==> config.mk <==
export PLATFORM = sky130hd
export DESIGN_NAME = tgi_fifo
export DESIGN_NICKNAME = d
export VERILOG_FILES = /design/src/rtl/core/tgi_fifo.sv
export SDC_FILE = /design/constraint.sdc
export NUM_CORES = 1
export LEC_CHECK = 0
export BUFFER_PORTS_ARGS = -buffer_cell sky130_fd_sc_hd__buf_2
export CAP_MARGIN = 20
export CORE_UTILIZATION = 55
export DETAILED_ROUTE_END_ITERATION = 10
export PLACE_DENSITY = 0.75
export SETUP_SLACK_MARGIN = 0.5
export SYNTH_ARGS = -nofsm -noshare
export SYNTH_HDL_FRONTEND = slang
export SYNTH_SLANG_ARGS = --single-unit
==> constraint.sdc <==
create_clock -name clk -period 3.1 [get_ports clk]
set_clock_uncertainty 0.1 [all_clocks]
set_input_delay 0 -clock clk [delete_from_list [all_inputs] [get_ports clk]]
set_output_delay 0 -clock clk [all_outputs]
set_load 0.05 [all_outputs]
==> src/rtl/core/tgi_fifo.sv <==
// Result queue between the compute pipeline and the output port.
module tgi_fifo #(
  parameter int unsigned WIDTH = 16,
  parameter int unsigned DEPTH = 16
) (
  input  logic             clk,
  input  logic             rst_n,
  input  logic             push,
  input  logic [WIDTH-1:0] din,
  input  logic             pop,
  output logic             empty,
  output logic [$clog2(DEPTH+1)-1:0] count,
  output logic [WIDTH-1:0] dout
);
  localparam int unsigned AW = $clog2(DEPTH);
  localparam int unsigned CW = $clog2(DEPTH+1);

  logic [WIDTH-1:0] q_r [DEPTH];
  logic [AW-1:0] wp_r, rp_r;
  logic [CW-1:0] cnt_r;
  logic do_pop;

  assign do_pop = pop && cnt_r != '0;

  always_ff @(posedge clk) begin
    if (!rst_n) begin
      wp_r  <= '0;
      rp_r  <= '0;
      cnt_r <= '0;
    end else begin
      if (push) begin
        wp_r <= (32'(wp_r) == DEPTH - 1) ? '0 : wp_r + AW'(1);
      end
      if (do_pop) begin
        rp_r <= (32'(rp_r) == DEPTH - 1) ? '0 : rp_r + AW'(1);
      end
      cnt_r <= cnt_r + CW'(push) - CW'(do_pop);
    end
  end

  always_ff @(posedge clk) begin
    if (push) begin
      q_r[wp_r] <= din;
    end
  end

  assign empty = cnt_r == '0;
  assign count = cnt_r;
  assign dout  = q_r[rp_r];

endmodule

Yosys cells after proc, flatten, opt, wreduce, memory -nomap -nowiden
Memories as Yosys holds them, arrays and structs flattened. A register that Yosys moved wholly into a read port is not among the register bits.
Index checks and enable logic that the tools add are counted.
{ "totals": {"register_bits": 13, "latch_bits": 0, "ramBits": 256, "rom_bits": 0, "inputBits": 20, "out_inout_bits": 22, "n_memories": 1} }
{ "classes": {"addsub": 4, "mul": 0, "div_mod_pow": 0, "magnitude_cmp": 0, "eq_ne": 2, "shift": 0, "muxes": 6, "n_bitwise": 0, "reduce_logical": 3} }
{ "memory_table": {"columns": ["memory", "words", "width", "rd", "rd_ports_with_merged_regs", "wr", "line_no", "text"], "rows": [
  ["q_r", 16, 16, 1, 1, 1, "18", "logic [WIDTH-1:0] q_r [DEPTH];"]
]} }
{ "ops": {"columns": ["op", "n"], "rows": [
  ["$mux 4", 4],
  ["$add 4x1->4 const B", 2],
  ["$eq 4x4->1 const B", 2],
  ["$add 5x1->5", 1],
  ["$logic_not 5->1", 1],
  ["$reduce_bool 5->1", 1],
  ["$sub 5x1->5", 1],
  ["$mux 1", 2],
  ["$logic_and 1x1->1", 1]
]} }

Longest topological paths before layout
Gate-level depths: netlist of run 1.
{ "depth": {"depth_word": 4, "mapped_depth": 13, "depth_no_buf": 13} }

Worst setup path after synthesis of run 1
Ideal clock, no wire load.
{ "synth_timing": {"path_kind": "register to register", "startpoint": "reg cnt_r[3], in the netlist count[3]", "endpoint": "reg cnt_r[4], in the netlist count[4]", "setup_ns": 0.116, "arrival_ns": 2.997, "required_ns": 2.884, "setup_slack_ns": -0.113, "path_stages_with_launch": 14, "path_cell_list": "dfxtp_1 -> inv_1 -> ha_1 -> or4b_4 -> nand2_1 -> inv_1 -> ha_1 -> inv_1 -> ha_1 -> fa_1 -> a21oi_1 -> nor2_1 -> or3_1 -> and3_1"} }
{ "synth_via": {"elab_chain_cells": 3, "word_cells_on_any_way": 4, "classes_between": "add/sub: 2; reduce/logical: 2"} }
{ "synth_rtl": {"columns": ["item", "line_no", "text"], "rows": [
  ["start: declaration", "20", "logic [CW-1:0] cnt_r;"],
  ["start signal: assignment", "37", "cnt_r <= cnt_r + CW'(push) - CW'(do_pop);"],
  ["parallel branches: the longest is 2 deep, another holds $add 5x1->5", null, null],
  ["$sub 5x1->5 (*)", "37", null]
]} }
Mark *: on every way between the ends.
A chain may end at the register's enable or synchronous reset.

Final worst setup path of run 1
Same ends and word-level chain as after synthesis.

==> flow_summary_export.csv, run 1 <==
group,metric,value,unit
status,status,"complete, no violations",
cells_and_area,fillers,1238,
floorplan,io_pins,42,
critical_path,cp_max_fo,2,
critical_path,path_class,"reg -> reg",
critical_path,r2r_start,"count[3]",
cells_and_area,multi_input_area,0.00253,mm2
global_routing,grt_pass1_vias,5450,
cells_and_area,regArea,0.00805,mm2
critical_path,critPathMaxStageDelay,0.47,ns
floorplan,chipWidth,142,um
critical_path,cp_cell_sequence,"inv_4 -> ha_4 -> or4b_4 -> nand2_4 -> inv_4 -> ha_4 -> inv_2 -> ha_4 -> fa_2 -> a21oi_2 -> nor2_1 -> or3_1 -> and3_1",
critical_path,cp_slowest_cell,"or4b_4",
cts,cts.sinks,273,
global_routing,grt-ovfl-total,0,
floorplan,die_y,142,um
cts,cts_buffers,27,
sta,finalMaxSlewViolations,0,
sta,holdWs,0.276,ns
synth,syn_avg_cell_area,21.5,um2
sta,fin_crit,2.79,ns
power_and_ir_drop,power.internal,6.70,mW
floorplan,core,0.0189,mm2
sta,relSlewSlack,39.3,%
sta,clock.fmax,0.359,GHz
cts,cts_tree,"done",
cells_and_area,fin_util,66.4,%
critical_path,startpoint,"count[3]",
global_routing,grt_pass1_wl,32100,um
synth,synthArstFlopShare,0,%
cts,ctsHtreeMaxLevel,1,
power_and_ir_drop,power_frac_clock,34.1,%
critical_path,required,3.42,ns
cells_and_area,diodes,0,
synth,ys.flop_type,"edfxtp_1",
power_and_ir_drop,seq_power_share,46.7,%
detailed_routing,viasPerCell,5.95,
critical_path,critPathBufInv,3,
power_and_ir_drop,power_leakage,4.24,nW
power_and_ir_drop,swShare,25.7,%
global_routing,antenna_found_initial,0,
synth,synth_edf_count,256,
power_and_ir_drop,peakVddDrop,612,uV
sta,finalCritPeriodShare,89.8,%
detailed_routing,ant_nets,0,
synth,ys_warn_count,0,
sta,final-setup-viol-count,0,
critical_path,endpoint_kind,"flip-flop",
placed_design,io_buffers,41,
synth,synth-seq-area-share,74.8,%
flow_run,drv_cap,0,
hold_path,hp-start,"rst_n",
power_and_ir_drop,p_switching,2.31,mW
detailed_routing,wire_per_inst,24.1,um
placed_design,gp_congestion,0.705,
floorplan,initial_core_util,56.8,%
sta,rsz0062_at_grt,"yes",
critical_path,crit_top_cell,"ha_4",
cts,clk_pin_slew,0.06,ns
power_and_ir_drop,p_comb_share,19.3,%
sta,tns,0,ns
placed_design,dp_hpwl,11900,um
hold_path,hold_class,"in -> reg",
cells_and_area,syn2layout_area_growth,16.9,%
detailed_routing,vias,5270,
critical_path,worstPathArrival,3.10,ns
floorplan,rows,50,
global_routing,grt_max_degree,29,
critical_path,critical_path.top_delay_family,"simple AND/OR/NAND/NOR gates",
synth,syn_area,0.0107,mm2
cells_and_area,drive_above_1_share,26.1,%
synth,ys_seq_elements,273,
detailed_routing,drc,0,
detailed_routing,dr.pass1.iters,5,
detailed_routing,drt-total-wl,21400,um
cts,clock_path_buffers,3,
synth,synth_cell_type_count,36,
cts,cts-root-buf,"clkbuf_16",
synth,synthCells,498,
synth,syn_nets,530,
cts,clock_latency,0.52,ns
floorplan,dieArea,0.0201,mm2
global_routing,track_usage,22.4,%
critical_path,start_kind,"flip-flop",
cells_and_area,final_nets,637,
power_and_ir_drop,power_density,718,mW/mm2
detailed_routing,initialDrtViolationCount,351,
sta,tightest_slew,0.911,ns
sta,hold_viol_final,0,
[cell usage after synthesis, types with 2 or more instances]
cell / count / area share, %
nor2_1: 3 / 0.10
buf_2: 2 / 0.093
and3_1: 3 / 0.17
xor2_1: 2 / 0.16
edfxtp_1: 256 / 72
xnor2_1: 3 / 0.24
inv_1: 10 / 0.35
mux4_2: 25 / 5.2
buf_4: 3 / 0.21
dfxtp_1: 17 / 3.2
nor2b_1: 2 / 0.12
a22oi_1: 32 / 2.2
clkbuf_1: 6 / 0.21
a21boi_0: 3 / 0.21
a21oi_1: 4 / 0.19
nand3_1: 5 / 0.23
nand2_1: 21 / 0.73
o21ai_0: 4 / 0.19
and2_1: 24 / 1.4
dlygate4sd1_1: 3 / 0.24
clkbuf_8: 2 / 0.26
ha_1: 11 / 1.3
mux4_1: 39 / 9.5
buf_6: 6 / 0.63
[worst reg2reg max path, stage by stage (launching register included)]
cell	delay (ns)
dfxtp_4	0.36
inv_4	0.06
ha_4	0.11
or4b_4	0.47
nand2_4	0.09
inv_4	0.04
ha_4	0.24
inv_2	0.04
ha_4	0.15
fa_2	0.34
a21oi_2	0.12
nor2_1	0.05
or3_1	0.34
and3_1	0.16
[worst paths after layout]
path              cells past startpoint  slack (ns)         to
setup / recovery                     13        0.31   count[4]
setup reg to reg                     13        0.31   count[4]
hold / removal                        3        0.28    wp_r[2]
hold reg to reg                       2        0.42  flip-flop
[stage by stage]
step                worst slack, ns  total power, mW  instances  instance area (um2)
finish                        0.315             9.01        885                12500
global route                  0.240             9.32        885                12500
CTS                           0.250             9.05        883                12500
detailed placement            0.164             5.80        800                11300
global placement              0.254             5.75        800                11300
floorplan                     0.234             5.48        498                10800
[metal layers]
metal | vias up | global-route usage [%] | wire length [um] | part of all wire (%)
met5 | - | 0 | 0 | 0
met4 | 0 | 7.36 | 512 | 2.4
met3 | 45 | 3.68 | 1260 | 5.9
met2 | 184 | 37.6 | 11000 | 51
met1 | 2744 | 30.4 | 8630 | 40
li1 | 2297 | - | - | -
[layout by cell type, fill, tap and decap left out, types with 11 or more instances in the layout]
| master | count |
|---|---|
| edfxtp_1 | 256 |
| buf_2 | 41 |
| mux4_1 | 39 |
| buf_4 | 37 |
| a22oi_1 | 32 |
| clkbuf_16 | 28 |
| mux4_2 | 25 |
| and2_1 | 24 |
| nand2_1 | 20 |
| dlygate4sd3_1 | 20 |
| dfxtp_1 | 11 |
[registers in the layout (all words and copies together), names as in the netlist, named ones only]
| name | flops |
|---|---|
| wp_r | 4 |
| rp_r | 4 |
| q_r | 256 |
| count | 5 |
[cells by family (layout without fill, tap and decap cells)]
logic type | count (synthesis) | in the layout | share of synthesized area (%)
DFF | 273 | 273 | 74.8
muxes | 65 | 65 | 14.9
and+or+nand+nor | 64 | 64 | 3.25
AOI/OAI and AO/OA | 46 | 46 | 3.06
buffers and inverters | 33 | 160 | 2.11
adders and majority gates | 12 | 12 | 1.47
xor gates and xnor gates | 5 | 5 | 0.408
[final cells by class]
type	count	share of cell area, %
multi-input cells	192	20.1
clock inverters	10	0.409
repair buffers	101	5.98
flip-flops and latches	273	64.1
clock buffers	39	6.39
inverters	10	0.359
well taps	260	2.59
[power by group through the flow]
stage / logic (mW) / clock network, mW / registers, mW
after floorplan: 1.15 / 0 / 4.32
after global placement: 1.43 / 0 / 4.31
after detailed placement: 1.48 / 0 / 4.32
after CTS: 1.73 / 3.11 / 4.20
after global routing: 1.86 / 3.25 / 4.21
final: 1.74 / 3.07 / 4.20
[repair_timing]
action / CTS / global route
hold endpoints to repair: 273 / 0
pin swaps: 6 / 5
gates resized for setup: 9 / 1
buffers inserted: 14 / 2
endpoints found under the setup margin: 12 / 2
hold buffers: 20 / 0
No activity file was read; power rests on OpenSTA's default activity.
==> inputs of run 2 (changes only) <==
--- a/config.mk
+++ b/config.mk
@@ -7,10 +7,11 @@
 export LEC_CHECK = 0
 export BUFFER_PORTS_ARGS = -buffer_cell sky130_fd_sc_hd__buf_2
 export CAP_MARGIN = 20
-export CORE_UTILIZATION = 55
+export CELL_PAD_IN_SITES_DETAIL_PLACEMENT = 0
+export CELL_PAD_IN_SITES_GLOBAL_PLACEMENT = 1
+export CORE_UTILIZATION = 49
 export DETAILED_ROUTE_END_ITERATION = 10
-export PLACE_DENSITY = 0.75
-export SETUP_SLACK_MARGIN = 0.5
+export PLACE_DENSITY_LB_ADDON = 0.1
 export SYNTH_ARGS = -nofsm -noshare
 export SYNTH_HDL_FRONTEND = slang
 export SYNTH_SLANG_ARGS = --single-unit
==> run 2 against run 1 <==
  * Combinational power fell by 12%
  * Highest routed layer unchanged
  * Design area fell by 1.4%
  * Register-to-register slack got worse by 0.14 ns
  * Wire length fell by 1.6%
  * Sequential cell count did not move
  * Worst setup slack got worse by 0.14 ns
  * Global-route usage fell by 2.8 points
  * Non-clock buffer count fell by 16
  * Critical endpoint unchanged
  * Count of clock-buffer cells in the layout fell by 10
==> flow_summary_export.csv, run 2 (synthesis results as in run 1) <==
group,metric,value,unit
status,status,"complete, no violations",
placed_design,io_buffers,41,
critical_path,worstPathArrival,3.24,ns
detailed_routing,viasPerCell,5.83,
cts,ctsHtreeMaxLevel,1,
cells_and_area,syn2layout_area_growth,15.3,%
sta,finalMaxSlewViolations,0,
cells_and_area,final_nets,621,
placed_design,gp_congestion,0.697,
sta,relSlewSlack,40.1,%
power_and_ir_drop,peakVddDrop,450,uV
floorplan,io_pins,42,
critical_path,path_class,"reg -> reg",
flow_run,drv_cap,0,
detailed_routing,dr.pass1.iters,5,
hold_path,hold_class,"in -> reg",
sta,tns,0,ns
sta,finalCritPeriodShare,94.4,%
detailed_routing,drc,0,
sta,tightest_slew,0.898,ns
sta,final-setup-viol-count,0,
floorplan,dieArea,0.0225,mm2
power_and_ir_drop,power_density,723,mW/mm2
global_routing,grt-ovfl-total,0,
global_routing,grt_max_degree,65,
floorplan,die_y,150,um
floorplan,initial_core_util,50.6,%
cts,cts.sinks,273,
cells_and_area,largest-register,"q_r",
critical_path,required,3.41,ns
detailed_routing,ant_nets,0,
power_and_ir_drop,power_leakage,4.15,nW
power_and_ir_drop,power_frac_clock,36.0,%
sta,hold_viol_final,0,
detailed_routing,wire_per_inst,24.0,um
critical_path,reg2reg_slack,0.17,ns
power_and_ir_drop,seq_power_share,46.9,%
sta,rsz0062_at_grt,"no",
cts,clock_path_buffers,3,
cts,clk_pin_slew,0.06,ns
cts,cts_buffers,27,
power_and_ir_drop,power,8.95,mW
sta,fin_crit,2.93,ns
power_and_ir_drop,p_comb_share,17.1,%
critical_path,endpoint_kind,"flip-flop",
sta,clock.fmax,0.342,GHz
cells_and_area,diodes,0,
critical_path,start_kind,"flip-flop",
floorplan,rows,53,
global_routing,antenna_found_initial,0,
critical_path,reg2regPathDepth,13,
cts,clock_latency,0.52,ns
global_routing,track_usage,19.6,%
cells_and_area,final_common_cell,"edfxtp_1",
power_and_ir_drop,swShare,24.7,%
detailed_routing,drt-total-wl,21000,um
floorplan,chipWidth,150,um
cells_and_area,fin_util,58.3,%
global_routing,grt_pass1_wl,31600,um
detailed_routing,initialDrtViolationCount,393,
cells_and_area,final_cell_mix,"edfxtp_1 (256), buf_2 (41), mux4_1 (39)",
cts,cts_tree,"done",
cts,cts-root-buf,"clkbuf_16",
critical_path,cp_max_fo,3,
global_routing,grt_pass1_vias,5296,
detailed_routing,vias,5105,
floorplan,core,0.0212,mm2
power_and_ir_drop,power.internal,6.74,mW
cells_and_area,drive_above_1_share,22.1,%
power_and_ir_drop,p_switching,2.21,mW
cells_and_area,largest_reg_flops,256,
placed_design,dp_hpwl,11600,um
hold_path,holdPathStages,3,
==> run 2: critical path, cell delays in order (launching register included) <==
cell and delay, ns:
dfxtp_2 0.33, inv_1 0.08, ha_1 0.13, or4b_4 0.45, nand2_1 0.10, inv_1 0.05, ha_1 0.26, inv_1 0.04
ha_1 0.20, fa_2 0.37, a21oi_2 0.15, nor2_1 0.06, or3_1 0.33, and3_1 0.19
==> run 2: power by group through the flow <==
stage	Sequential, mW	Combinational, mW	Clock [mW]
6_report	4.19	1.53	3.22
5_1_grt	4.21	1.65	3.43
4_1_cts	4.20	1.55	3.31
3_5_place_dp	4.27	1.52	0
3_3_place_gp	4.27	1.50	0
2_1_floorplan	4.31	1.14	0
==> run 2: final timing paths <==
kind	startpoint	end
setup reg to reg	count[3]	count[4]
setup / recovery	count[3]	count[4]
hold reg to reg	rp_r[0]	flip-flop
hold / removal	rst_n	wp_r[3]
==> run 2: what timing repair did <==
item / in CTS / in global routing
setup endpoints to repair: 0 / 1
hold buffers: 20 / 0
buffers inserted: 0 / 0
resized for setup: 0 / 2
hold endpoints to repair: 273 / 0
==> run 2: final cells by class <==
class | count | area, um2
fillers | 1573 | 8840
well taps | 275 | 344
multi-input cells | 192 | 2480
clock inverters | 12 | 180
inverters | 10 | 37.5
flip-flops and latches | 273 | 8040
clock buffers | 29 | 683
repair buffers | 85 | 611
==> run 2: stage by stage <==
step,std cells,hold slack (ns),cell area [um2],worst slack (ns)
after global placement,815,0.246,11300,0.141
after detailed placement,815,0.262,11300,0.0730
after global routing,876,0.298,12400,0.00590
after CTS,876,0.262,12400,0.0595
after floorplan,498,-0.00113,10700,0.00627
final,876,0.284,12400,0.173
==> run 2: metal layers <==
| layer | GRT usage, % | share of wire (%) |
|---|---|---|
| met5 | 0 | 0 |
| met4 | 6.77 | 2.7 |
| met3 | 3.08 | 4.9 |
| met2 | 31.0 | 48 |
| met1 | 27.9 | 45 |
